[config.mk]
export PLATFORM = sky130hd
export DESIGN_NAME = cnf_literal_stream_parser_unit_flat
export DESIGN_NICKNAME = d
export VERILOG_FILES = /design/src/sv/clsp_pkg.sv /design/src/sv/clsp_in_if.sv /design/src/sv/clsp_out_if.sv /design/src/sv/clsp_front.sv /design/src/sv/clsp_queue.sv /design/src/sv/clsp_back.sv /design/src/sv/cnf_literal_stream_parser_unit.sv /design/src/flat_wrapper.sv
export SDC_FILE = /design/constraint.sdc
export NUM_CORES = 1
export LEC_CHECK = 0
export ABC_AREA = 1
export BUFFER_PORTS_ARGS = -buffer_cell sky130_fd_sc_hd__buf_4
export CORE_MARGIN = 2
export CORE_UTILIZATION = 45
export DETAILED_ROUTE_END_ITERATION = 12
export PLACE_DENSITY = 0.7
export SLEW_MARGIN = 15
export SYNTH_ARGS = -nofsm -noshare
export SYNTH_HDL_FRONTEND = slang
export SYNTH_SLANG_ARGS = --single-unit
[constraint.sdc]
create_clock -name clk -period 14.1 [get_ports clk]
set_input_delay 2.82 -clock clk [delete_from_list [all_inputs] [get_ports clk]]
set_output_delay 2.82 -clock clk [all_outputs]
set_load 0.02 [all_outputs]
[src/sv/clsp_pkg.sv]
package clsp_pkg;

    // Default width of the saturating magnitude accumulator.
    localparam int MAG_BITS = 24;

    // Width of the signed literal on the result channel.
    localparam int VALUE_W = 25;

    // Default depth of the event queue between parser and output stage.
    localparam int QUEUE_DEPTH = 4;

    // Byte codes that the parser recognises.
    localparam logic [7:0] CH_C     = 8'h63;
    localparam logic [7:0] CH_P     = 8'h70;
    localparam logic [7:0] CH_MINUS = 8'h2D;
    localparam logic [7:0] CH_NL    = 8'h0A;
    localparam logic [7:0] CH_TAB   = 8'h09;
    localparam logic [7:0] CH_CR    = 8'h0D;
    localparam logic [7:0] CH_SPACE = 8'h20;
    localparam logic [7:0] CH_ZERO  = 8'h30;
    localparam logic [7:0] CH_NINE  = 8'h39;

    // Result kinds.
    localparam logic KIND_LITERAL    = 1'b0;
    localparam logic KIND_CLAUSE_END = 1'b1;

    typedef enum logic [1:0] {
        MODE_START   = 2'd0,
        MODE_COMMENT = 2'd1,
        MODE_GAP     = 2'd2,
        MODE_TOKEN   = 2'd3
    } parse_mode_t;

    // One queue entry: everything a single input byte produced.
    typedef struct packed {
        logic               has_lit;
        logic               has_end;
        logic [VALUE_W-1:0] value;
        logic               ovf;
        logic               done;
    } clsp_event_t;

    // Queue status seen by the producer and the consumer.
    typedef struct packed {
        logic full;
        logic nonempty;
    } clsp_qstat_t;

endpackage

[src/sv/clsp_in_if.sv]
interface clsp_in_if;
    logic       valid;
    logic       ready;
    logic [7:0] char_code;
    logic       end_of_stream;

    modport source (output valid, output char_code, output end_of_stream, input ready);
    modport sink   (input valid, input char_code, input end_of_stream, output ready);
endinterface

[src/sv/clsp_out_if.sv]
interface clsp_out_if;
    logic                               valid;
    logic                               ready;
    logic                               out_kind;
    logic signed [clsp_pkg::VALUE_W-1:0] literal_value;
    logic                               magnitude_overflow;
    logic                               run_last;
    logic                               stream_done;

    modport source (output valid, output out_kind, output literal_value,
                    output magnitude_overflow, output run_last, output stream_done,
                    input ready);
    modport sink   (input valid, input out_kind, input literal_value,
                    input magnitude_overflow, input run_last, input stream_done,
                    output ready);
endinterface

[src/sv/clsp_front.sv]
module clsp_front #(
    parameter int MAG_BITS = clsp_pkg::MAG_BITS
) (
    input  logic                  clk,
    input  logic                  rst_n,
    clsp_in_if.sink               text,
    input  clsp_pkg::clsp_qstat_t stat,
    output logic                  push,
    output clsp_pkg::clsp_event_t ev
);

    localparam int EXT_W = MAG_BITS + clsp_pkg::VALUE_W;
    localparam logic [MAG_BITS-1:0] MAG_MAX = {MAG_BITS{1'b1}};

    clsp_pkg::parse_mode_t mode_reg, mode_next;
    logic                  neg_reg, neg_next;
    logic [MAG_BITS-1:0]   mag_reg, mag_next;
    logic                  sat_reg, sat_next;
    logic                  nonempty_reg, nonempty_next;

    logic                          accept;
    logic                          gap;
    logic                          run_token;
    logic                          t_neg;
    logic [MAG_BITS-1:0]           t_mag;
    logic                          t_sat;
    logic [3:0]                    digit;
    logic [MAG_BITS+3:0]           prod;
    logic                          lit_neg;
    logic [MAG_BITS-1:0]           lit_mag;
    logic [EXT_W-1:0]              lit_ext;
    logic [clsp_pkg::VALUE_W-1:0]  lit_low;

    assign text.ready = !stat.full;
    assign accept     = text.valid && text.ready;
    assign digit      = 4'(text.char_code - clsp_pkg::CH_ZERO);
    assign prod       = {1'b0, t_mag, 3'b000} + {3'b000, t_mag, 1'b0}
                      + {{MAG_BITS{1'b0}}, digit};

    // Only the low bits of the magnitude reach the literal.
    assign lit_ext = {{clsp_pkg::VALUE_W{1'b0}}, lit_mag};
    assign lit_low = lit_ext[clsp_pkg::VALUE_W-1:0];

    always_comb
    begin
        mode_next     = mode_reg;
        neg_next      = neg_reg;
        mag_next      = mag_reg;
        sat_next      = sat_reg;
        nonempty_next = nonempty_reg;
        gap           = 1'b0;
        run_token     = 1'b0;
        t_neg         = neg_reg;
        t_mag         = mag_reg;
        t_sat         = sat_reg;
        lit_neg       = neg_reg;
        lit_mag       = mag_reg;
        ev.has_lit    = 1'b0;
        ev.has_end    = 1'b0;
        ev.ovf        = 1'b0;
        ev.done       = text.end_of_stream;

        case (mode_reg)
            clsp_pkg::MODE_START:
            begin
                if (text.char_code == clsp_pkg::CH_C || text.char_code == clsp_pkg::CH_P)
                    mode_next = clsp_pkg::MODE_COMMENT;
                else
                    gap = 1'b1;
            end
            clsp_pkg::MODE_COMMENT:
            begin
                if (text.char_code == clsp_pkg::CH_NL)
                    mode_next = clsp_pkg::MODE_START;
            end
            clsp_pkg::MODE_GAP:
                gap = 1'b1;
            clsp_pkg::MODE_TOKEN:
                run_token = 1'b1;
            default:
                mode_next = clsp_pkg::MODE_START;
        endcase

        if (gap)
        begin
            if (text.char_code inside {[clsp_pkg::CH_TAB:clsp_pkg::CH_CR], clsp_pkg::CH_SPACE})
            begin
                // Whitespace between tokens is dropped.
            end
            else if (text.char_code == clsp_pkg::CH_MINUS)
            begin
                mode_next = clsp_pkg::MODE_TOKEN;
                neg_next  = 1'b1;
                mag_next  = '0;
                sat_next  = 1'b0;
            end
            else
            begin
                run_token = 1'b1;
                t_neg     = 1'b0;
                t_mag     = '0;
                t_sat     = 1'b0;
            end
        end

        if (run_token)
        begin
            if (text.char_code inside {[clsp_pkg::CH_ZERO:clsp_pkg::CH_NINE]})
            begin
                mode_next = clsp_pkg::MODE_TOKEN;
                neg_next  = t_neg;
                if (prod[MAG_BITS+3:MAG_BITS] != 4'd0)
                begin
                    mag_next = MAG_MAX;
                    sat_next = 1'b1;
                end
                else
                begin
                    mag_next = prod[MAG_BITS-1:0];
                    sat_next = t_sat;
                end
            end
            else if (t_mag != '0)
            begin
                ev.has_lit    = 1'b1;
                ev.ovf        = t_sat;
                lit_neg       = t_neg;
                lit_mag       = t_mag;
                nonempty_next = 1'b1;
                mode_next     = clsp_pkg::MODE_GAP;
                neg_next      = t_neg;
                mag_next      = t_mag;
                sat_next      = t_sat;
            end
            else
            begin
                ev.has_end    = nonempty_reg;
                mode_next     = clsp_pkg::MODE_START;
                neg_next      = 1'b0;
                mag_next      = '0;
                sat_next      = 1'b0;
                nonempty_next = 1'b0;
            end
        end

        if (text.end_of_stream)
        begin
            // Flush a pending token and close an open clause.
            if (mode_next == clsp_pkg::MODE_TOKEN && mag_next != '0)
            begin
                ev.has_lit    = 1'b1;
                ev.ovf        = sat_next;
                lit_neg       = neg_next;
                lit_mag       = mag_next;
                nonempty_next = 1'b1;
            end
            if ((mode_next == clsp_pkg::MODE_TOKEN || mode_next == clsp_pkg::MODE_GAP)
                && nonempty_next)
                ev.has_end = 1'b1;
            mode_next     = clsp_pkg::MODE_START;
            neg_next      = 1'b0;
            mag_next      = '0;
            sat_next      = 1'b0;
            nonempty_next = 1'b0;
        end

        ev.value = lit_neg ? (~lit_low + 1'b1) : lit_low;
        push     = accept && (ev.has_lit || ev.has_end);
    end

    always_ff @(posedge clk or negedge rst_n)
    begin
        if (!rst_n)
        begin
            mode_reg     <= clsp_pkg::MODE_START;
            neg_reg      <= 1'b0;
            mag_reg      <= '0;
            sat_reg      <= 1'b0;
            nonempty_reg <= 1'b0;
        end
        else if (accept)
        begin
            mode_reg     <= mode_next;
            neg_reg      <= neg_next;
            mag_reg      <= mag_next;
            sat_reg      <= sat_next;
            nonempty_reg <= nonempty_next;
        end
    end

    // A byte can only yield both a literal and a clause end when it closes the stream.
    a_pair_only_at_end: assert property (@(posedge clk) disable iff (!rst_n)
        push && ev.has_lit && ev.has_end |-> ev.done)
        else $error("literal and clause end from one byte without end of stream");

    // After the last byte of a stream the parser is back at a clause start.
    a_clear_after_end: assert property (@(posedge clk) disable iff (!rst_n)
        accept && text.end_of_stream |=> mode_reg == clsp_pkg::MODE_START && !nonempty_reg)
        else $error("parser state not cleared after end of stream");

endmodule

[src/sv/clsp_queue.sv]
module clsp_queue #(
    parameter int DEPTH = clsp_pkg::QUEUE_DEPTH
) (
    input  logic                  clk,
    input  logic                  rst_n,
    input  logic                  push,
    input  clsp_pkg::clsp_event_t wr_data,
    input  logic                  pop,
    output clsp_pkg::clsp_event_t head,
    output clsp_pkg::clsp_qstat_t stat
);

    localparam int PW = (DEPTH > 1) ? $clog2(DEPTH) : 1;
    localparam int CW = $clog2(DEPTH + 1);

    clsp_pkg::clsp_event_t mem_reg [DEPTH];
    logic [PW-1:0] wr_ptr_reg, wr_ptr_next;
    logic [PW-1:0] rd_ptr_reg, rd_ptr_next;
    logic [CW-1:0] count_reg, count_next;

    assign head          = mem_reg[rd_ptr_reg];
    assign stat.full     = (count_reg == CW'(DEPTH));
    assign stat.nonempty = (count_reg != '0);

    always_comb
    begin
        wr_ptr_next = wr_ptr_reg;
        rd_ptr_next = rd_ptr_reg;
        count_next  = count_reg;
        if (push)
            wr_ptr_next = (wr_ptr_reg == PW'(DEPTH - 1)) ? '0 : wr_ptr_reg + 1'b1;
        if (pop)
            rd_ptr_next = (rd_ptr_reg == PW'(DEPTH - 1)) ? '0 : rd_ptr_reg + 1'b1;
        if (push && !pop)
            count_next = count_reg + 1'b1;
        else if (pop && !push)
            count_next = count_reg - 1'b1;
    end

    always_ff @(posedge clk or negedge rst_n)
    begin
        if (!rst_n)
        begin
            wr_ptr_reg <= '0;
            rd_ptr_reg <= '0;
            count_reg  <= '0;
        end
        else
        begin
            wr_ptr_reg <= wr_ptr_next;
            rd_ptr_reg <= rd_ptr_next;
            count_reg  <= count_next;
        end
    end

    always_ff @(posedge clk)
    begin
        if (push)
            mem_reg[wr_ptr_reg] <= wr_data;
    end

    // Neither overflow nor underflow reaches the counters.
    a_no_overflow: assert property (@(posedge clk) disable iff (!rst_n)
        (push && stat.full |-> pop) and (pop |-> stat.nonempty))
        else $error("event queue pushed when full or popped when empty");

endmodule

[src/sv/clsp_back.sv]
module clsp_back (
    input  logic                  clk,
    input  logic                  rst_n,
    input  clsp_pkg::clsp_event_t head,
    input  clsp_pkg::clsp_qstat_t stat,
    output logic                  pop,
    clsp_out_if.source            result
);

    logic                          ov_reg, ov_next;
    logic                          phase_reg, phase_next;
    logic                          kind_reg;
    logic [clsp_pkg::VALUE_W-1:0]  value_reg;
    logic                          ovf_reg;
    logic                          last_reg;
    logic                          done_reg;

    logic ld;
    logic first_lit;
    logic item_last;

    always_comb
    begin
        ld         = stat.nonempty && (!ov_reg || result.ready);
        first_lit  = head.has_lit && !phase_reg;
        item_last  = first_lit ? !head.has_end : 1'b1;
        pop        = ld && item_last;
        phase_next = ld ? !item_last : phase_reg;
        if (ld)
            ov_next = 1'b1;
        else if (result.ready)
            ov_next = 1'b0;
        else
            ov_next = ov_reg;
    end

    always_ff @(posedge clk or negedge rst_n)
    begin
        if (!rst_n)
        begin
            ov_reg    <= 1'b0;
            phase_reg <= 1'b0;
        end
        else
        begin
            ov_reg    <= ov_next;
            phase_reg <= phase_next;
        end
    end

    always_ff @(posedge clk)
    begin
        if (ld)
        begin
            kind_reg  <= first_lit ? clsp_pkg::KIND_LITERAL : clsp_pkg::KIND_CLAUSE_END;
            value_reg <= first_lit ? head.value : '0;
            ovf_reg   <= first_lit ? head.ovf : 1'b0;
            last_reg  <= item_last;
            done_reg  <= item_last && head.done;
        end
    end

    assign result.valid              = ov_reg;
    assign result.out_kind           = kind_reg;
    assign result.literal_value      = value_reg;
    assign result.magnitude_overflow = ovf_reg;
    assign result.run_last           = last_reg;
    assign result.stream_done        = done_reg;

    // Mid-way through a two-result entry, that entry is still at the head.
    a_phase_head: assert property (@(posedge clk) disable iff (!rst_n)
        phase_reg |-> stat.nonempty && head.has_lit && head.has_end)
        else $error("second half of an entry without a matching head");

    // The end of a stream is always the last result of its byte.
    a_done_is_last: assert property (@(posedge clk) disable iff (!rst_n)
        result.valid && result.stream_done |-> result.run_last)
        else $error("stream_done on a result that is not the last of its byte");

endmodule

[src/sv/cnf_literal_stream_parser_unit.sv]
// Path: a result reaches the result channel through the event queue and then the output register.
// Throughput: one byte per cycle while the event queue has room; a byte that gives a literal
// and a clause end loads the output register twice, and the event queue absorbs such bursts.
// Reset (rst_n low, asynchronous): the parser returns to a clause start with an empty
// accumulator, the event queue empties and the result channel drops valid.
module cnf_literal_stream_parser_unit #(
    parameter int MAG_BITS    = clsp_pkg::MAG_BITS,
    parameter int QUEUE_DEPTH = clsp_pkg::QUEUE_DEPTH
) (
    input  logic       clk,
    input  logic       rst_n,
    clsp_in_if.sink    text,
    clsp_out_if.source result
);

    // The front end parses one text item per cycle while the queue has room. It keeps the
    // parse mode, the sign, the saturating magnitude and whether the current clause holds
    // a literal. Every byte that produces output leaves exactly one entry in the queue,
    // carrying a literal, a clause end, or both when the byte also closes the stream.
    clsp_pkg::clsp_event_t ev;
    clsp_pkg::clsp_event_t head;
    clsp_pkg::clsp_qstat_t stat;
    logic                  push;
    logic                  pop;

    clsp_front #(
        .MAG_BITS (MAG_BITS)
    ) u_front (
        .clk   (clk),
        .rst_n (rst_n),
        .text  (text),
        .stat  (stat),
        .push  (push),
        .ev    (ev)
    );

    // The queue decouples the parser from a stalling consumer. The parser stops
    // taking bytes only when the queue is full.
    clsp_queue #(
        .DEPTH (QUEUE_DEPTH)
    ) u_queue (
        .clk     (clk),
        .rst_n   (rst_n),
        .push    (push),
        .wr_data (ev),
        .pop     (pop),
        .head    (head),
        .stat    (stat)
    );

    // The back end splits each entry into one or two result items, marks the last
    // result of each byte and the final result of the stream, and holds each item in
    // an output register until it is taken.
    clsp_back u_back (
        .clk    (clk),
        .rst_n  (rst_n),
        .head   (head),
        .stat   (stat),
        .pop    (pop),
        .result (result)
    );

endmodule

[src/flat_wrapper.sv]
// flat-port wrapper written by rule: the top's interface ports become plain ports
module cnf_literal_stream_parser_unit_flat 
#(
    parameter int MAG_BITS    = clsp_pkg::MAG_BITS,
    parameter int QUEUE_DEPTH = clsp_pkg::QUEUE_DEPTH
)
  (clk, rst_n, text_valid, text_char_code, text_end_of_stream, text_ready, result_valid, result_out_kind, result_literal_value, result_magnitude_overflow, result_run_last, result_stream_done, result_ready);
  clsp_in_if text_i ();
  clsp_out_if result_i ();
  input  logic clk;
  input  logic rst_n;
  input wire logic [$bits(text_i.valid)-1:0] text_valid;
  input wire logic [$bits(text_i.char_code)-1:0] text_char_code;
  input wire logic [$bits(text_i.end_of_stream)-1:0] text_end_of_stream;
  output wire logic [$bits(text_i.ready)-1:0] text_ready;
  output wire logic [$bits(result_i.valid)-1:0] result_valid;
  output wire logic [$bits(result_i.out_kind)-1:0] result_out_kind;
  output wire logic [$bits(result_i.literal_value)-1:0] result_literal_value;
  output wire logic [$bits(result_i.magnitude_overflow)-1:0] result_magnitude_overflow;
  output wire logic [$bits(result_i.run_last)-1:0] result_run_last;
  output wire logic [$bits(result_i.stream_done)-1:0] result_stream_done;
  input wire logic [$bits(result_i.ready)-1:0] result_ready;
  assign text_i.valid = text_valid;
  assign text_i.char_code = text_char_code;
  assign text_i.end_of_stream = text_end_of_stream;
  assign text_ready = text_i.ready;
  assign result_valid = result_i.valid;
  assign result_out_kind = result_i.out_kind;
  assign result_literal_value = result_i.literal_value;
  assign result_magnitude_overflow = result_i.magnitude_overflow;
  assign result_run_last = result_i.run_last;
  assign result_stream_done = result_i.stream_done;
  assign result_i.ready = result_ready;
  cnf_literal_stream_parser_unit #(.MAG_BITS(MAG_BITS), .QUEUE_DEPTH(QUEUE_DEPTH)) u_core (.clk(clk), .rst_n(rst_n), .text(text_i), .result(result_i));
endmodule
# ---- Word-level counts from Yosys, hierarchy flattened
# Memory sizes are Yosys's and may differ from the RTL's.
# Cells that the tools add are included.
dict set report word_totals {
  mem_count 1
  out_inout_bits 31
  mem_bits_rw 116
  ff_bits 67
  wordCells 158
}
# name words width rd rd_ports_with_merged_regs wr line
set memory_table {}
lappend memory_table {u_core.u_queue.mem_reg 4 29 1 0 1 clsp_queue.sv:16} ;# clsp_pkg::clsp_event_t mem_reg [DEPTH];
dict set report op_classes {
  reduce_logical 31
  muxes 85
  bitwise_logic 1
  add_sub_neg 8
  n_lt_le_gt_ge 4
  n_eq_ne 13
}
# op n
set ops {}
lappend ops {{24-bit 2-to-1 mux} 16}
lappend ops {{1-bit 2-to-1 mux} 50}
lappend ops {{24-bit nonzero test} 2}
lappend ops {{27-bit by 25-bit adder with 28-bit output} 1}
lappend ops {{28-bit by 4-bit adder with 28-bit output} 1}
lappend ops {{2-bit 2-to-1 mux} 14}
lappend ops {{25-bit by 1-bit adder with 25-bit output, second input constant} 1}
lappend ops {{25-bit 2-to-1 mux} 1}
lappend ops {{24-bit inverter with 25-bit output} 1}
lappend ops {{8-bit by 6-bit equality test with 1-bit output, second input constant} 2}
lappend ops {{8-bit by 7-bit equality test with 1-bit output, second input constant} 2}
lappend ops {{2-bit equality test, second input constant} 6}
lappend ops {{1-bit logical AND} 12}
lappend ops {{8-bit by 4-bit equality test with 1-bit output, second input constant} 1}
lappend ops {{8-bit by 4-bit >= comparator with 1-bit output, second input constant} 1}
lappend ops {{8-bit by 6-bit >= comparator with 1-bit output, second input constant} 1}
lappend ops {{8-bit by 4-bit less-or-equal comparator with 1-bit output, second input constant} 1}
lappend ops {{8-bit by 6-bit less-or-equal comparator with 1-bit output, second input constant} 1}
lappend ops {{1-bit zero test} 7}
lappend ops {{3-bit 2-to-1 mux} 2}
lappend ops {{2-bit nonzero test} 3}
lappend ops {{2-bit by 1-bit adder with 2-bit output, second input constant} 2}
lappend ops {{1-bit logical OR} 4}
lappend ops {{2-bit one-hot mux with 2 select lines} 1}
lappend ops {{other kinds (9)} 9}

# ---- Longest topological paths before layout
# Gate-level depths: netlist of the first run.
dict set report logic_depth {
  word_depth 24
  depth_mapped 49
  depth_no_buf 46
}

# ---- Hierarchy
# Synthesis of the first run repeated with hierarchy kept, for this count alone.
dict set report hier_totals {
  hier_cells 1556
  hier_area_um2 12210.5
}
# module area_per_inst_um2 n_inst seq_area_each_um2 cells_per_inst
set modules_own_cells {}
lappend modules_own_cells {clsp_front 5831.8 1 725.7 1064}
lappend modules_own_cells {clsp_queue 5167.5 1 3658.5 391}
lappend modules_own_cells {clsp_back 1211.2 1 920.9 101}

# ---- Worst setup path after synthesis of the first run
# OpenSTA, ideal clock, no wires.
dict set report synth_path {
  path_kind {input port to flip-flop}
  start {in text_char_code[5]}
  end {mem u_core.u_queue.mem_reg[0][0] (netlist bit), enable pin}
  path_buffers 4
  path_slack_ns 5.491
  path_stages 40
  setup_time_ns 0.415
  arrival_time_ns 8.194
  cell_sequence {nand2_1 inv_1 nand2_1 nand2_1 nand3_1 nand2_1 nor2_1 buf_2 buf_2 nor2_1 fa_1 inv_1 fa_1 inv_1 nand3_1 nand2_1 nand2_1 nand2_1 [4 not listed] nor2_2 nand3_1 nand2_2 buf_6 nand2_1 nand2_1 nand2_1 nor2_1 nand2_1 nor2_1 nand3_2 buf_2 nand2_1 nand2_1 nand4_1 nand4_1 nand2_1 nor2_1}
}
dict set report synth_between {
  elab_chain_len 22
  word_cells_on_any_way 62
  classes_between {2 x add/sub; 4 x order compare; 7 x eq/ne; 37 x mux; 12 x reduce/logical}
}
# element line
set synth_lines {}
lappend synth_lines {{start: declaration} flat_wrapper.sv:13} ;# input wire logic [$bits(text_i.char_code)-1:0] text_char_code;
lappend synth_lines {{8-bit by 4-bit >= comparator with 1-bit output (tied with other cells)} clsp_front.sv:86} ;# if (text.char_code inside {[clsp_pkg::CH_TAB:clsp_pkg::CH_CR], clsp_pkg::CH_SPACE})
lappend synth_lines {{1-bit logical AND / 1-bit logical OR (equally long branches)} {clsp_front.sv:86, clsp_front.sv:66}}
lappend synth_lines {{2-bit nonzero test / 1-bit 2-to-1 mux (equally long branches)} {clsp_front.sv:86, clsp_front.sv:66}}
lappend synth_lines {{24-bit 2-to-1 mux / 1-bit one-hot mux with 2 select lines (equally long branches)} {clsp_front.sv:86, clsp_front.sv:63}}
lappend synth_lines {{24-bit 2-to-1 mux} clsp_front.sv:84} ;# if (gap)
lappend synth_lines {{27-bit by 25-bit adder with 28-bit output} clsp_front.sv:37} ;# assign prod = {1'b0, t_mag, 3'b000} + {3'b000, t_mag, 1'b0}
lappend synth_lines {{28-bit by 4-bit adder with 28-bit output} clsp_front.sv:38} ;# + {{MAG_BITS{1'b0}}, digit};
lappend synth_lines {{4-bit nonzero test} clsp_front.sv:112} ;# if (prod[MAG_BITS+3:MAG_BITS] != 4'd0)
lappend synth_lines {{[6 not listed]} n/a}
lappend synth_lines {{1-bit 2-to-1 mux} clsp_front.sv:146} ;# if (text.end_of_stream)
lappend synth_lines {{1-bit logical AND} clsp_front.sv:158} ;# && nonempty_next)
lappend synth_lines {{1-bit 2-to-1 mux} clsp_front.sv:157} ;# if ((mode_next == clsp_pkg::MODE_TOKEN || mode_next == clsp_pkg::MODE_GAP)
lappend synth_lines {{2-bit 2-to-1 mux *} clsp_front.sv:146}
lappend synth_lines {{1-bit logical OR *} clsp_front.sv:168} ;# push = accept && (ev.has_lit || ev.has_end);
lappend synth_lines {{1-bit logical AND *} clsp_front.sv:168}
lappend synth_lines {{1-bit 2-to-1 mux *} clsp_queue.sv:58} ;# if (push)
lappend synth_lines {{1-bit 2-to-1 mux (not written as such) *} clsp_queue.sv:59} ;# mem_reg[wr_ptr_reg] <= wr_data;
lappend synth_lines {{end: declaration} clsp_queue.sv:16}
# Every way passes the cells marked *; elsewhere a longest branch is shown, timed or not. The select of a mux whose other input is x is not followed.

==> results of run 1 <==
==> per-layer routing <==
metal  global-route usage, %  part of all wire, %  vias to the layer above
met5                       0                    0                        -
met4                   7.787                  2.4                        0
met3                   3.921                  7.3                       61
met2                   36.55                   45                      381
met1                   33.10                   45                     4818
li1                        -                    -                     5011
==> cell type report <==
| type | instances | area, µm² | share of cell area [%] |
|---|---|---|---|
| Multi-Input combinational cell | 1079 | 5426 | 42.00 |
| Sequential cell | 183 | 5306 | 41.07 |
| Inverter | 203 | 762.0 | 5.897 |
| Timing Repair Buffer | 57 | 427.9 | 3.312 |
| Clock buffer | 17 | 425.4 | 3.292 |
| Tap cell | 335 | 419.2 | 3.244 |
| Clock inverter | 15 | 153.9 | 1.191 |
==> where the power goes <==
part	internal, mW	switching (mW)
Clock	0.237	0.230
Sequential	0.743	0.0690
Combinational	0.281	0.663
Total	1.26	0.962
==> layout by cell type (no fill, tap or decap), types with 17 or more instances in the layout <==
cell type    n
nor2_1     230
o21ai_0    106
buf_4       57
inv_1      195
dfrtp_1     37
clkbuf_16   17
ha_1        54
nand3_1     70
nand4_1     39
nand2_1    399
edfxtp_1   145
a21oi_1     56
==> stage by stage <==
step                      std cells  total power, mW  cell area [µm²]
after floorplan                1515            1.470            11690
after global placement         1857            1.734            12340
after detailed placement       1857            1.754            12340
after CTS                      1889            2.223            12920
after global routing           1889            2.379            12920
final                          1889            2.224            12920
==> worst reg2reg max path, delay by kind of cell (launching register included) <==
| kind | cells | cell delay, ns |
|---|---|---|
| AND/OR/NAND/NOR | 28 | 4.50 |
| adder cells (fa/ha/maj) | 3 | 0.93 |
| AO/OA/AOI/OAI | 2 | 0.48 |
| flip-flops | 1 | 0.42 |
| buffers and inverters | 2 | 0.33 |
| XOR/XNOR | 1 | 0.32 |
==> worst paths after layout <==
| check | end |
|---|---|
| max reg2reg | u_core.u_queue.mem_reg[3][16] |
| min reg2reg | u_core.u_back.phase_reg |
| min | u_core.u_back.phase_reg |
| max | u_core.u_queue.mem_reg[3][16] |
| max in group asynchronous | u_core.u_queue.rd_ptr_reg[0] |
| min in group asynchronous | u_core.u_front.neg_reg |
==> synth_stat cells (all sizes together) <==
master,count,area [µm²]
a211oi,2,15.01
a21boi,2,15.02
a21oi,57,289.0
a221o,1,10.01
a22o,1,8.760
a22oi,2,25.02
a31oi,1,6.260
and2,1,6.260
buf,21,116.4
clkbuf,29,108.9
clkinv,2,7.510
dfrtp,38,950.9
edfxtp,145,4354
fa,3,60.06
ha,54,675.7
inv,201,754.5
nand2,407,1558
nand3,73,387.9
nand3b,2,15.01
nand4,39,244.0
nor2,242,933.4
nor3,16,85.08
nor4,3,33.78
o211ai,3,22.52
o21ai,121,631.9
o21bai,4,30.03
o22ai,15,93.84
o311ai,1,8.760
o41ai,2,17.52
or2,4,27.53
xnor2,9,78.83
xor2,14,122.6
==> logic make-up (layout without fill, tap and decap cells) <==
kind of cell    count (synthesis)  after routing
fa+ha+maj                      57             57
simple gates                  787            787
xor+xnor                       23             23
buf+inv                       253            292
flops                         183            183
compound gates                212            212
==> summary.md, run 1 <==
| Metric | Value |
|---|---|
| Clk Latency, worst-skew pair | `0.44 ns` |
| Pwr Density | `172.1 mW/mm²` |
| Worst-path clk slew | `0.08 ns` |
| Type of element launching the critical path | `primary input` |
| Post-cts hold buffer count | `0` |
| Crit path kind | `in2reg` |
| Fin nets | `1611` |
| Core area | `0.02576 mm²` |
| Initial antenna violation count | `0` |
| Fmax | `105.1 MHz` |
| Post-CTS Setup Inserts | `0` |
| Synth cell types | `51` |
| Count of final max-slew check failures | `0` |
| Register area share after synthesis | `45.37%` |
| Layout cells sized above 1 | `8.494%` |
| First-pass GRT wire length | `49.26 mm` |
| CP Data Required Time | `14.31 ns` |
| Die width | `165.2 µm` |
| Cell count along the critical path | `39` |
| Family with the most delay on the worst path | `simple AND/OR/NAND/NOR gates` |
| Minimum clock period | `9.519 ns` |
| Syn Nets | `1585` |
| Die extent in y | `165.2 µm` |
| N_diodes | `0` |
| CTS Buffer Depth | `2` |
| Synthesized area | `0.01169 mm²` |
| Worst VDD drop | `121.8 µV` |
| Crit path largest cell delay | `0.47 ns` |
| Cts bufs inserted | `17` |
| Largest net degree at the start of global routing | `62` |
| Post-Route WL | `31.16 mm` |
| Adder-Cell Fraction of Synth Area | `6.291%` |
| DP Wirelength | `22.46 mm` |
| All-Layer GR Usage | `23.40%` |
| Bufs and invs on worst path | `4` |
| RSZ-0062 raised after global routing | `false` |
| Via/cell ratio | `5.437` |
| Reg2Reg Launch Point | `u_core.u_front.mode_reg[1]` |
| Vias in the first global route | `9509` |
| H-tree levels | `4` |
| MaxCap Viol Count | `0` |
| Hold_ws | `0.5253 ns` |
| Worst Hold Class | `reg2reg` |
| CTS root buffer | `clkbuf_16` |
| Period utilization | `67.51%` |
| Synth Area in Simple Gates | `28.14%` |
| Slowest cell on the critical path | `nand3_4` |
| Reg2reg path depth | `36` |
| Complex-gate fraction of the synthesized area | `10.04%` |
| I/O pins | `44` |
| Yosys warning count | `0` |
| Main combinational cell family by area after synthesis | `simple AND/OR/NAND/NOR gates` |
| Hold path startpoint | `u_core.u_back.phase_reg` |
| I/O Buffers | `43` |
| CTS tree | `done` |
| PnR worst setup slack | `4.581 ns` |
| Status | `finished, final reports clean` |
| Clock skew | `0.01345 ns` |
| Antenna viol nets, final | `0` |
| Hold Path Cell Cnt | `2` |
| Placer Congestion | `0.9630` |
| Synth Area in XOR/XNOR | `1.723%` |
| Pre-CTS worst setup slack | `4.335 ns` |
| Multiplexer share of the synthesized area | `0%` |
| Post-Synthesis Cells | `1515` |
| Row cnt | `59` |
| Fin util | `50.15%` |
| Setup TNS | `0 ns` |
| Pleak | `6.209 nW` |
| Avg Cell Area, Syn | `7.719 µm²` |
| Crit. End Element | `register` |
| DIE AREA | `0.02729 mm²` |
| Initial core utilization | `45.39%` |
| Wirelength per Cell | `16.50 µm` |
| DR iter-0 viols | `944` |
| Final setup viols | `0` |
| Filler cells | `2485` |
| Worst EP arrival | `9.73 ns` |
| CP most frequent cell | `nand2_1` |
| CP Max Fanout | `37` |
| Seq cells post-synth | `183` |
| Area delta synth->final | `10.50%` |
| DRC | `0` |
| CP Launch Point | `text_char_code[7]` |
| Vias | `10270` |
| Reg-to-reg setup timing slack | `6.89 ns` |
| Least-Margin Pin Slew | `1.189 ns` |
| Worst slew margin | `20.75%` |
| Largest register FFs | `116` |
| Grt ovf | `0` |
| Resized cells post-CTS | `0` |
| First-pass DRT Iterations | `5` |
| Final hold violation count | `0` |
| Clock sink total | `183` |
Power figures use the tool's default switching activity.
==> run 2, diff against run 1 <==
ABC_AREA = 0   (was 1)
PLACE_DENSITY = 0.72   (was 0.7)
clock period = 8.7 ns   (was 14.1 ns; I/O delays follow)
==> summary.md, run 2 <==
| Metric | Value |
|---|---|
| Fmax | `119.8 MHz` |
| Clock sink total | `183 (unchanged)` |
| Initial core utilization | `45.51% (+0.12 points)` |
| Crit. End Element | `register` |
| Synthesized area | `0.01139 mm² (-2.6%)` |
| Syn Nets | `1115 (-30%)` |
| Final hold violation count | `0 (unchanged)` |
| First-pass GRT wire length | `45.48 mm (-7.7%)` |
| Filler cells | `2231 (-10%)` |
| Avg Cell Area, Syn | `10.90 µm² (+41%)` |
| Count of final max-slew check failures | `0 (unchanged)` |
| Worst EP arrival | `8.47 ns (-1.26 ns)` |
| First-pass DRT Iterations | `5 (unchanged)` |
| Main combinational cell family by area after synthesis | `compound AO/OA/AOI/OAI gates` |
| Clk Latency, worst-skew pair | `0.42 ns (-0.02 ns)` |
| Setup TNS | `0 ns (unchanged)` |
| Wirelength per Cell | `19.53 µm (+18%)` |
| Post-Route WL | `28.31 mm (-9.1%)` |
| Synth cell types | `91 (+78%)` |
| Placer Congestion | `0.9508 (-1.3%)` |
| CP Data Required Time | `8.83 ns (-5.48 ns)` |
| DP Wirelength | `20.99 mm (-6.6%)` |
| Vias in the first global route | `8324 (-12%)` |
| N_diodes | `0 (unchanged)` |
| Adder-Cell Fraction of Synth Area | `6.457% (+0.17 points)` |
| Register area share after synthesis | `46.56% (+1.2 points)` |
| Worst-path clk slew | `0.07 ns (about the same)` |
| Grt ovf | `0 (unchanged)` |
| Met1 Usage GRT | `29.49% (-3.6 points)` |
| Vias | `8535 (-17%)` |
| H-tree levels | `4 (unchanged)` |
| Pleak | `5.243 nW (-16%)` |
| M3 GR Usage | `2.768% (-1.2 points)` |
| Minimum clock period | `8.345 ns` |
| CP Max Fanout | `25 (-32%)` |
| Die width | `163.1 µm (-1.3%)` |
| Synth Area in Simple Gates | `15.52% (-13 points)` |
| Final setup viols | `0 (unchanged)` |
| CTS root buffer | `clkbuf_16` |
| Hold path startpoint | `u_core.u_queue.count_reg[2]` |
| Most common cell after layout, fill and taps aside | `edfxtp_1` |
| Ys async rst share | `20.77% (unchanged)` |
| CP most frequent cell | `nand2_1` |
| Crit path largest cell delay | `0.47 ns (about the same)` |
| Gr busiest metal | `met2` |
| Yosys top cell by area | `edfxtp_1` |
| Synth top area cells | `edfxtp_1 38%, dfrtp_1 8.3%, ha_1 5.9%, mux4_2 5.5%, nand2_1 3.3%` |
| CTS tree | `done` |
| EDFF count, synth | `145 (unchanged)` |
| Core area | `0.02504 mm² (-2.8%)` |
| Type of element launching the critical path | `primary input` |
| I/O Buffers | `43 (unchanged)` |
| Row cnt | `58 (-1.7%)` |
| Total power | `2.460 mW (+11%)` |
| CTS Buffer Depth | `2 (unchanged)` |
| Initial antenna violation count | `0 (unchanged)` |
| Multiplexer share of the synthesized area | `8.148% (+8.1 points)` |
| Clock skew | `0.01414 ns (+0.0006902 ns)` |
| Complex-gate fraction of the synthesized area | `15.57% (+5.5 points)` |
| Pwr Density | `189.5 mW/mm² (+10%)` |
| FF-to-FF End | `u_core.u_queue.mem_reg[2][20]` |
| Top-count cell post-synth | `edfxtp_1` |
| Crit path kind | `in2reg` |
| Period utilization | `95.91%` |
| Hold path endpoint | `u_core.u_queue.count_reg[2]` |
| Seq cells post-synth | `183 (unchanged)` |
| Layout cells sized above 1 | `18.57% (+10 points)` |
| Reg2reg path depth | `27 (-25%)` |
| Synth Area in XOR/XNOR | `4.458% (+2.7 points)` |
| I/O pins | `44 (unchanged)` |
| Post-synth top area share | `38.21% (+0.98 points)` |
| Post-synth top flop | `edfxtp_1` |
| Met2 Track Usage GR | `36.73% (+0.18 points)` |
| Fin nets | `1178 (-27%)` |
| Antenna viol nets, final | `0 (unchanged)` |
| Largest net degree at the start of global routing | `39 (-37%)` |
| Slowest cell on the critical path | `a2111o_1` |
| DR iter-0 viols | `811 (-14%)` |
| CP Launch Point | `text_char_code[3]` |
| MaxCap Viol Count | `0 (unchanged)` |
| Cts bufs inserted | `17 (unchanged)` |
| Worst VDD drop | `162.7 µV (+34%)` |
| Worst Hold Class | `reg2reg` |
| All-Layer GR Usage | `21.71% (-1.7 points)` |
| Reg2Reg Launch Point | `u_core.u_front.mode_reg[1]` |
| Via/cell ratio | `5.886 (+8.3%)` |
| Hold Path Cell Cnt | `1 (-1)` |
| Area delta synth->final | `13.95%` |
| Worst slew margin | `34.45% (+14 points)` |
| Post-Synthesis Cells | `1045 (-31%)` |
| Die extent in y | `163.1 µm (-1.3%)` |
| Status | `finished, final reports clean` |
| Commonest non-fill, non-tap cells in the layout | `145 x edfxtp_1, 107 x buf_4, 99 x nand2_1` |
| Most common library cells after synthesis | `145 x edfxtp_1, 99 x nand2_1, 65 x nor2_1` |
| Largest register FFs | `116 (unchanged)` |
| DIE AREA | `0.02661 mm² (-2.5%)` |
| Least-Margin Pin Slew | `0.9811 ns (-0.2075 ns)` |
| Yosys warning count | `0 (unchanged)` |
| DRC | `0 (unchanged)` |
| Reg-to-reg setup timing slack | `1.43 ns (-5.46 ns)` |
==> run 2: cell types whose count changed in the layout (fill, tap and decap cells not counted), moves of 45 or more <==
cell     change
buf_4       +50
inv_1      -176
nand2_1    -300
nand3_1     -46
nor2_1     -165
o21ai_0     -45
==> run 2: metal layers <==
| metal | vias to the layer above | part of all wire [%] | routed length [µm] |
|---|---|---|---|
| li1 | 4074 | - | - |
| met1 | 4079 | 43 | 12290 |
| met2 | 336 | 48 | 13670 |
| met3 | 46 | 6.3 | 1775 |
| met4 | 0 | 2.0 | 574 |
| met5 | - | 0 | 0 |
==> run 2: critical path: cells and delay by family <==
family	cells	cell delay [ns]
AOI/OAI and AO/OA	7	2.01
xor gates and xnor gates	1	0.14
adders and majority gates	4	0.98
buffers and inverters	5	0.47
muxes	2	0.49
and+or+nand+nor	12	2.64
==> run 2: worst max-delay path by stage <==
| stage | end | slack (ns) | cells past startpoint |
|---|---|---|---|
| floorplan | u_core.u_queue.mem_reg[0][20] | -0.01 | 32 |
| global placement | u_core.u_queue.mem_reg[0][20] | 0.08 | 31 |
| detailed placement | u_core.u_queue.mem_reg[3][20] | -0.04 | 31 |
| CTS | u_core.u_queue.mem_reg[3][18] | 0.37 | 29 |
| global route | u_core.u_queue.mem_reg[1][20] | -0.007 | 31 |
| finish | u_core.u_queue.mem_reg[2][20] | 0.36 | 31 |
==> run 2: final cells by class <==
type	count	area [µm²]	share of cell area, %
timing repair buffer	108	823.3	6.341
tap	330	412.9	3.180
clock inverter	14	137.6	1.060
sequential	183	5306	40.87
clock buffer	17	425.4	3.276
multi-input combinational	776	5793	44.62
inverter	22	85.08	0.6553
==> run 2: power breakdown <==
part	switching [mW]	total [mW]	leakage, nW	internal (mW)
logic	0.374	0.650	3.20	0.276
registers	0.0363	1.09	1.77	1.05
clock network	0.344	0.721	0.268	0.377
total	0.754	2.46	5.24	1.71
==> run 2: what timing repair did <==
item	in CTS	in global routing
hold buffers	0	0
endpoints found under the setup margin	0	11
resized for setup	0	3
setup buffers	0	1
==> run 2: stage by stage <==
step	setup WS, ns	cells	cell area [µm²]	hold WS [ns]	util (%)
4_1_cts	0.3668	1449	12960	0.5032	51.77
5_1_grt	-0.006759	1450	12980	0.5294	51.86
3_3_place_gp	0.07637	1418	12400	0.4784	49.53
3_5_place_dp	-0.04458	1418	12400	0.4903	49.53
6_report	0.3555	1450	12980	0.4928	51.86
2_1_floorplan	-0.01364	1045	11480	0.4636	-
==> run 2: cells by family (layout without fill, tap and decap cells) <==
family                     Yosys count  in the layout
AOI/OAI and AO/OA                  260            260
and+or+nand+nor                    344            344
muxes                               57             57
DFF                                183            183
buffers and inverters               86            161
xor gates and xnor gates            58             58
adders and majority gates           57             57
==> run 3, diff against run 2 <==
CORE_UTILIZATION = 57   (was 45)
PLACE_DENSITY = 0.86   (was 0.72)
==> summary.md, run 3 (synthesized netlist as in run 2, its figures left out) <==
| Metric | Value |
|---|---|
| Status | `finished, final reports clean` |
| Worst slew margin | `35.18% (+0.73 points)` |
| Core area | `0.01953 mm² (-22%)` |
| Combinational share of power | `26.7% (+0.3 points)` |
| Vias in the first global route | `8748 (+5.1%)` |
| CP Data Required Time | `8.83 ns (about the same)` |
| Initial core utilization | `58.36% (+13 points)` |
| PnR worst setup slack | `0.2441 ns (-0.1114 ns)` |
| Inst Count DP | `1341 (-5.4%)` |
| Grt ovf | `0 (unchanged)` |
| Largest net degree at the start of global routing | `39 (unchanged)` |
| Crit. End Element | `register` |
| Metal1 wirelength | `12.01 mm (-2.3%)` |
| Row cnt | `51 (-12%)` |
| First-pass GRT wire length | `47.53 mm (+4.5%)` |
| Vias | `8940 (+4.7%)` |
| Pwr Density | `194.4 mW/mm² (+2.6%)` |
| Clk Latency, worst-skew pair | `0.43 ns (about the same)` |
| Cts bufs inserted | `17 (unchanged)` |
| Sequential Power Share | `43.7% (-0.6 points)` |
| Wirelength per Cell | `21.36 µm (+9.4%)` |
| Pre-CTS worst setup slack | `-0.02877 ns (+0.01581 ns)` |
| Final setup viols | `0 (unchanged)` |
| Reg2reg path depth | `26 (-3.7%)` |
| Type of element launching the critical path | `primary input` |
| Pleak | `5.206 nW (-0.71%)` |
| Slowest cell on the critical path | `a2111o_1` |
| Area delta synth->final | `12.73%` |
| Via/cell ratio | `6.507 (+11%)` |
| I/O pins | `44 (unchanged)` |
| Post-Route WL | `29.35 mm (+3.6%)` |
| Commonest non-fill, non-tap cells in the layout | `145 x edfxtp_1, 99 x nand2_1, 95 x buf_4` |
| Worst EP arrival | `8.59 ns (+0.12 ns)` |
| First-pass DRT Iterations | `6 (+1)` |
| Largest register FFs | `116 (unchanged)` |
| Most common cell after layout, fill and taps aside | `edfxtp_1` |
| Layout cells sized above 1 | `17.85% (-0.72 points)` |
| DR top layer | `met4` |
| Clock skew | `0.01342 ns (-0.0007168 ns)` |
| DRC | `0 (unchanged)` |
| All-Layer GR Usage | `28.04% (+6.3 points)` |
| Hold_ws | `0.5355 ns (+0.04266 ns)` |
| Switch share | `31.39% (+0.74 points)` |
| Final std cells w/o fill | `1374 (-5.2%)` |
| Post-cts hold buffer count | `0 (unchanged)` |
| Met3 Wirelength | `2.232 mm (+26%)` |
| N_diodes | `0 (unchanged)` |
| Final hold violation count | `0 (unchanged)` |
| Placer Congestion | `1.034 (+8.7%)` |
| Period utilization | `97.19% (+1.3 points)` |
| Initial antenna violation count | `0 (unchanged)` |
| Antenna viol nets, final | `0 (unchanged)` |
| MaxCap Viol Count | `0 (unchanged)` |
| DP Wirelength | `20.40 mm (-2.8%)` |
| Die extent in y | `145.4 µm (-11%)` |
| Count of final max-slew check failures | `0 (unchanged)` |
| Worst VDD drop | `178.5 µV (+9.7%)` |
| CTS Buffer Depth | `2 (unchanged)` |
| DR iter-0 viols | `1110 (+37%)` |
| Hold Path Cell Cnt | `1 (unchanged)` |
| H-tree levels | `4 (unchanged)` |
| Clock sink total | `183 (unchanged)` |
| Total power | `2.496 mW (+1.5%)` |
| CP Max Fanout | `25 (unchanged)` |
| Fmax | `118.3 MHz (-1.3%)` |
| Net switching power | `0.7837 mW (+3.9%)` |
| Fin util | `65.78% (+14 points)` |
| Crit path largest cell delay | `0.48 ns (about the same)` |
| CTS tree | `done` |
| DIE AREA | `0.02114 mm² (-21%)` |
| Minimum clock period | `8.456 ns (+0.1114 ns)` |
| DR WL met2 | `14.30 mm (+4.6%)` |
| Crit path kind | `in2reg` |
| Least-Margin Pin Slew | `0.9702 ns (-0.01090 ns)` |
| Die width | `145.4 µm (-11%)` |
| CTS root buffer | `clkbuf_16` |
| Worst Hold Class | `reg2reg` |
| Clock power frac | `29.6% (+0.3 points)` |
| Worst-path clk slew | `0.07 ns (about the same)` |
| Int Pwr | `1.713 mW (+0.41%)` |
| Fin nets | `1166 (-1.0%)` |
| I/O Buffers | `43 (unchanged)` |
==> run 3: changes by cell type in the layout (fill, tap and decap cells not counted), sizes merged <==
cell and delta:
clkinvlp -2, buf -12, clkinv +3
==> run 3: through the flow <==
| stage | area (µm²) | setup TNS [ns] |
|---|---|---|
| 2_1_floorplan | 11480 | -0.07777 |
| 6_report | 12840 | 0 |
| 3_3_place_gp | 12230 | 0 |
| 5_1_grt | 12840 | -0.1788 |
| 3_5_place_dp | 12230 | -0.1998 |
| 4_1_cts | 12810 | 0 |
==> run 3: area by class of cell <==
class                   count  area, µm²
flip-flops and latches    183       5306
repair buffers             96      733.2
inverters                  22      85.08
well taps                 265      331.6
clock inverters            15      160.2
clock buffers              17      425.4
fillers                  1439       6681
multi-input cells         776       5803
==> run 3: path summary, 6_finish.rpt <==
path	startpoint	endpoint	slack, ns
min reg2reg	u_core.u_front.neg_reg	u_core.u_front.neg_reg	0.54
min	u_core.u_front.neg_reg	u_core.u_front.neg_reg	0.54
max reg2reg	u_core.u_front.mode_reg[1]	u_core.u_queue.mem_reg[0][18]	1.26
max in group asynchronous	rst_n	u_core.u_front.mag_reg[11]	7.04
min in group asynchronous	rst_n	u_core.u_back.phase_reg	1.27
max	text_char_code[2]	u_core.u_queue.mem_reg[0][18]	0.24
==> run 3: power by group through the flow <==
stage	Sequential, mW	Combinational [mW]	Clock, mW
2_1_floorplan	1.15	0.415	0
3_3_place_gp	1.11	0.634	0
3_5_place_dp	1.11	0.657	0
4_1_cts	1.09	0.667	0.746
5_1_grt	1.10	0.716	0.777
6_report	1.09	0.667	0.738
==> run 3: routing by layer <==
metal	global-route usage, %	vias up
met5	0	-
met4	8.333	0
met3	3.292	77
met2	47.04	518
met1	38.87	4289
li1	-	4056
==> run 3: what timing repair did <==
item,CTS,global route
setup buffers,0,1
resized for setup,0,7
endpoints found under the setup margin,0,8
==> run 3: critical path: cells and delay by family <==
family | cells | cell delay, ns
adder cells (fa/ha/maj) | 4 | 1.01
AO/OA/AOI/OAI | 7 | 1.98
AND/OR/NAND/NOR | 11 | 2.63
XOR/XNOR | 1 | 0.26
buffers and inverters | 4 | 0.41
multiplexers | 2 | 0.55
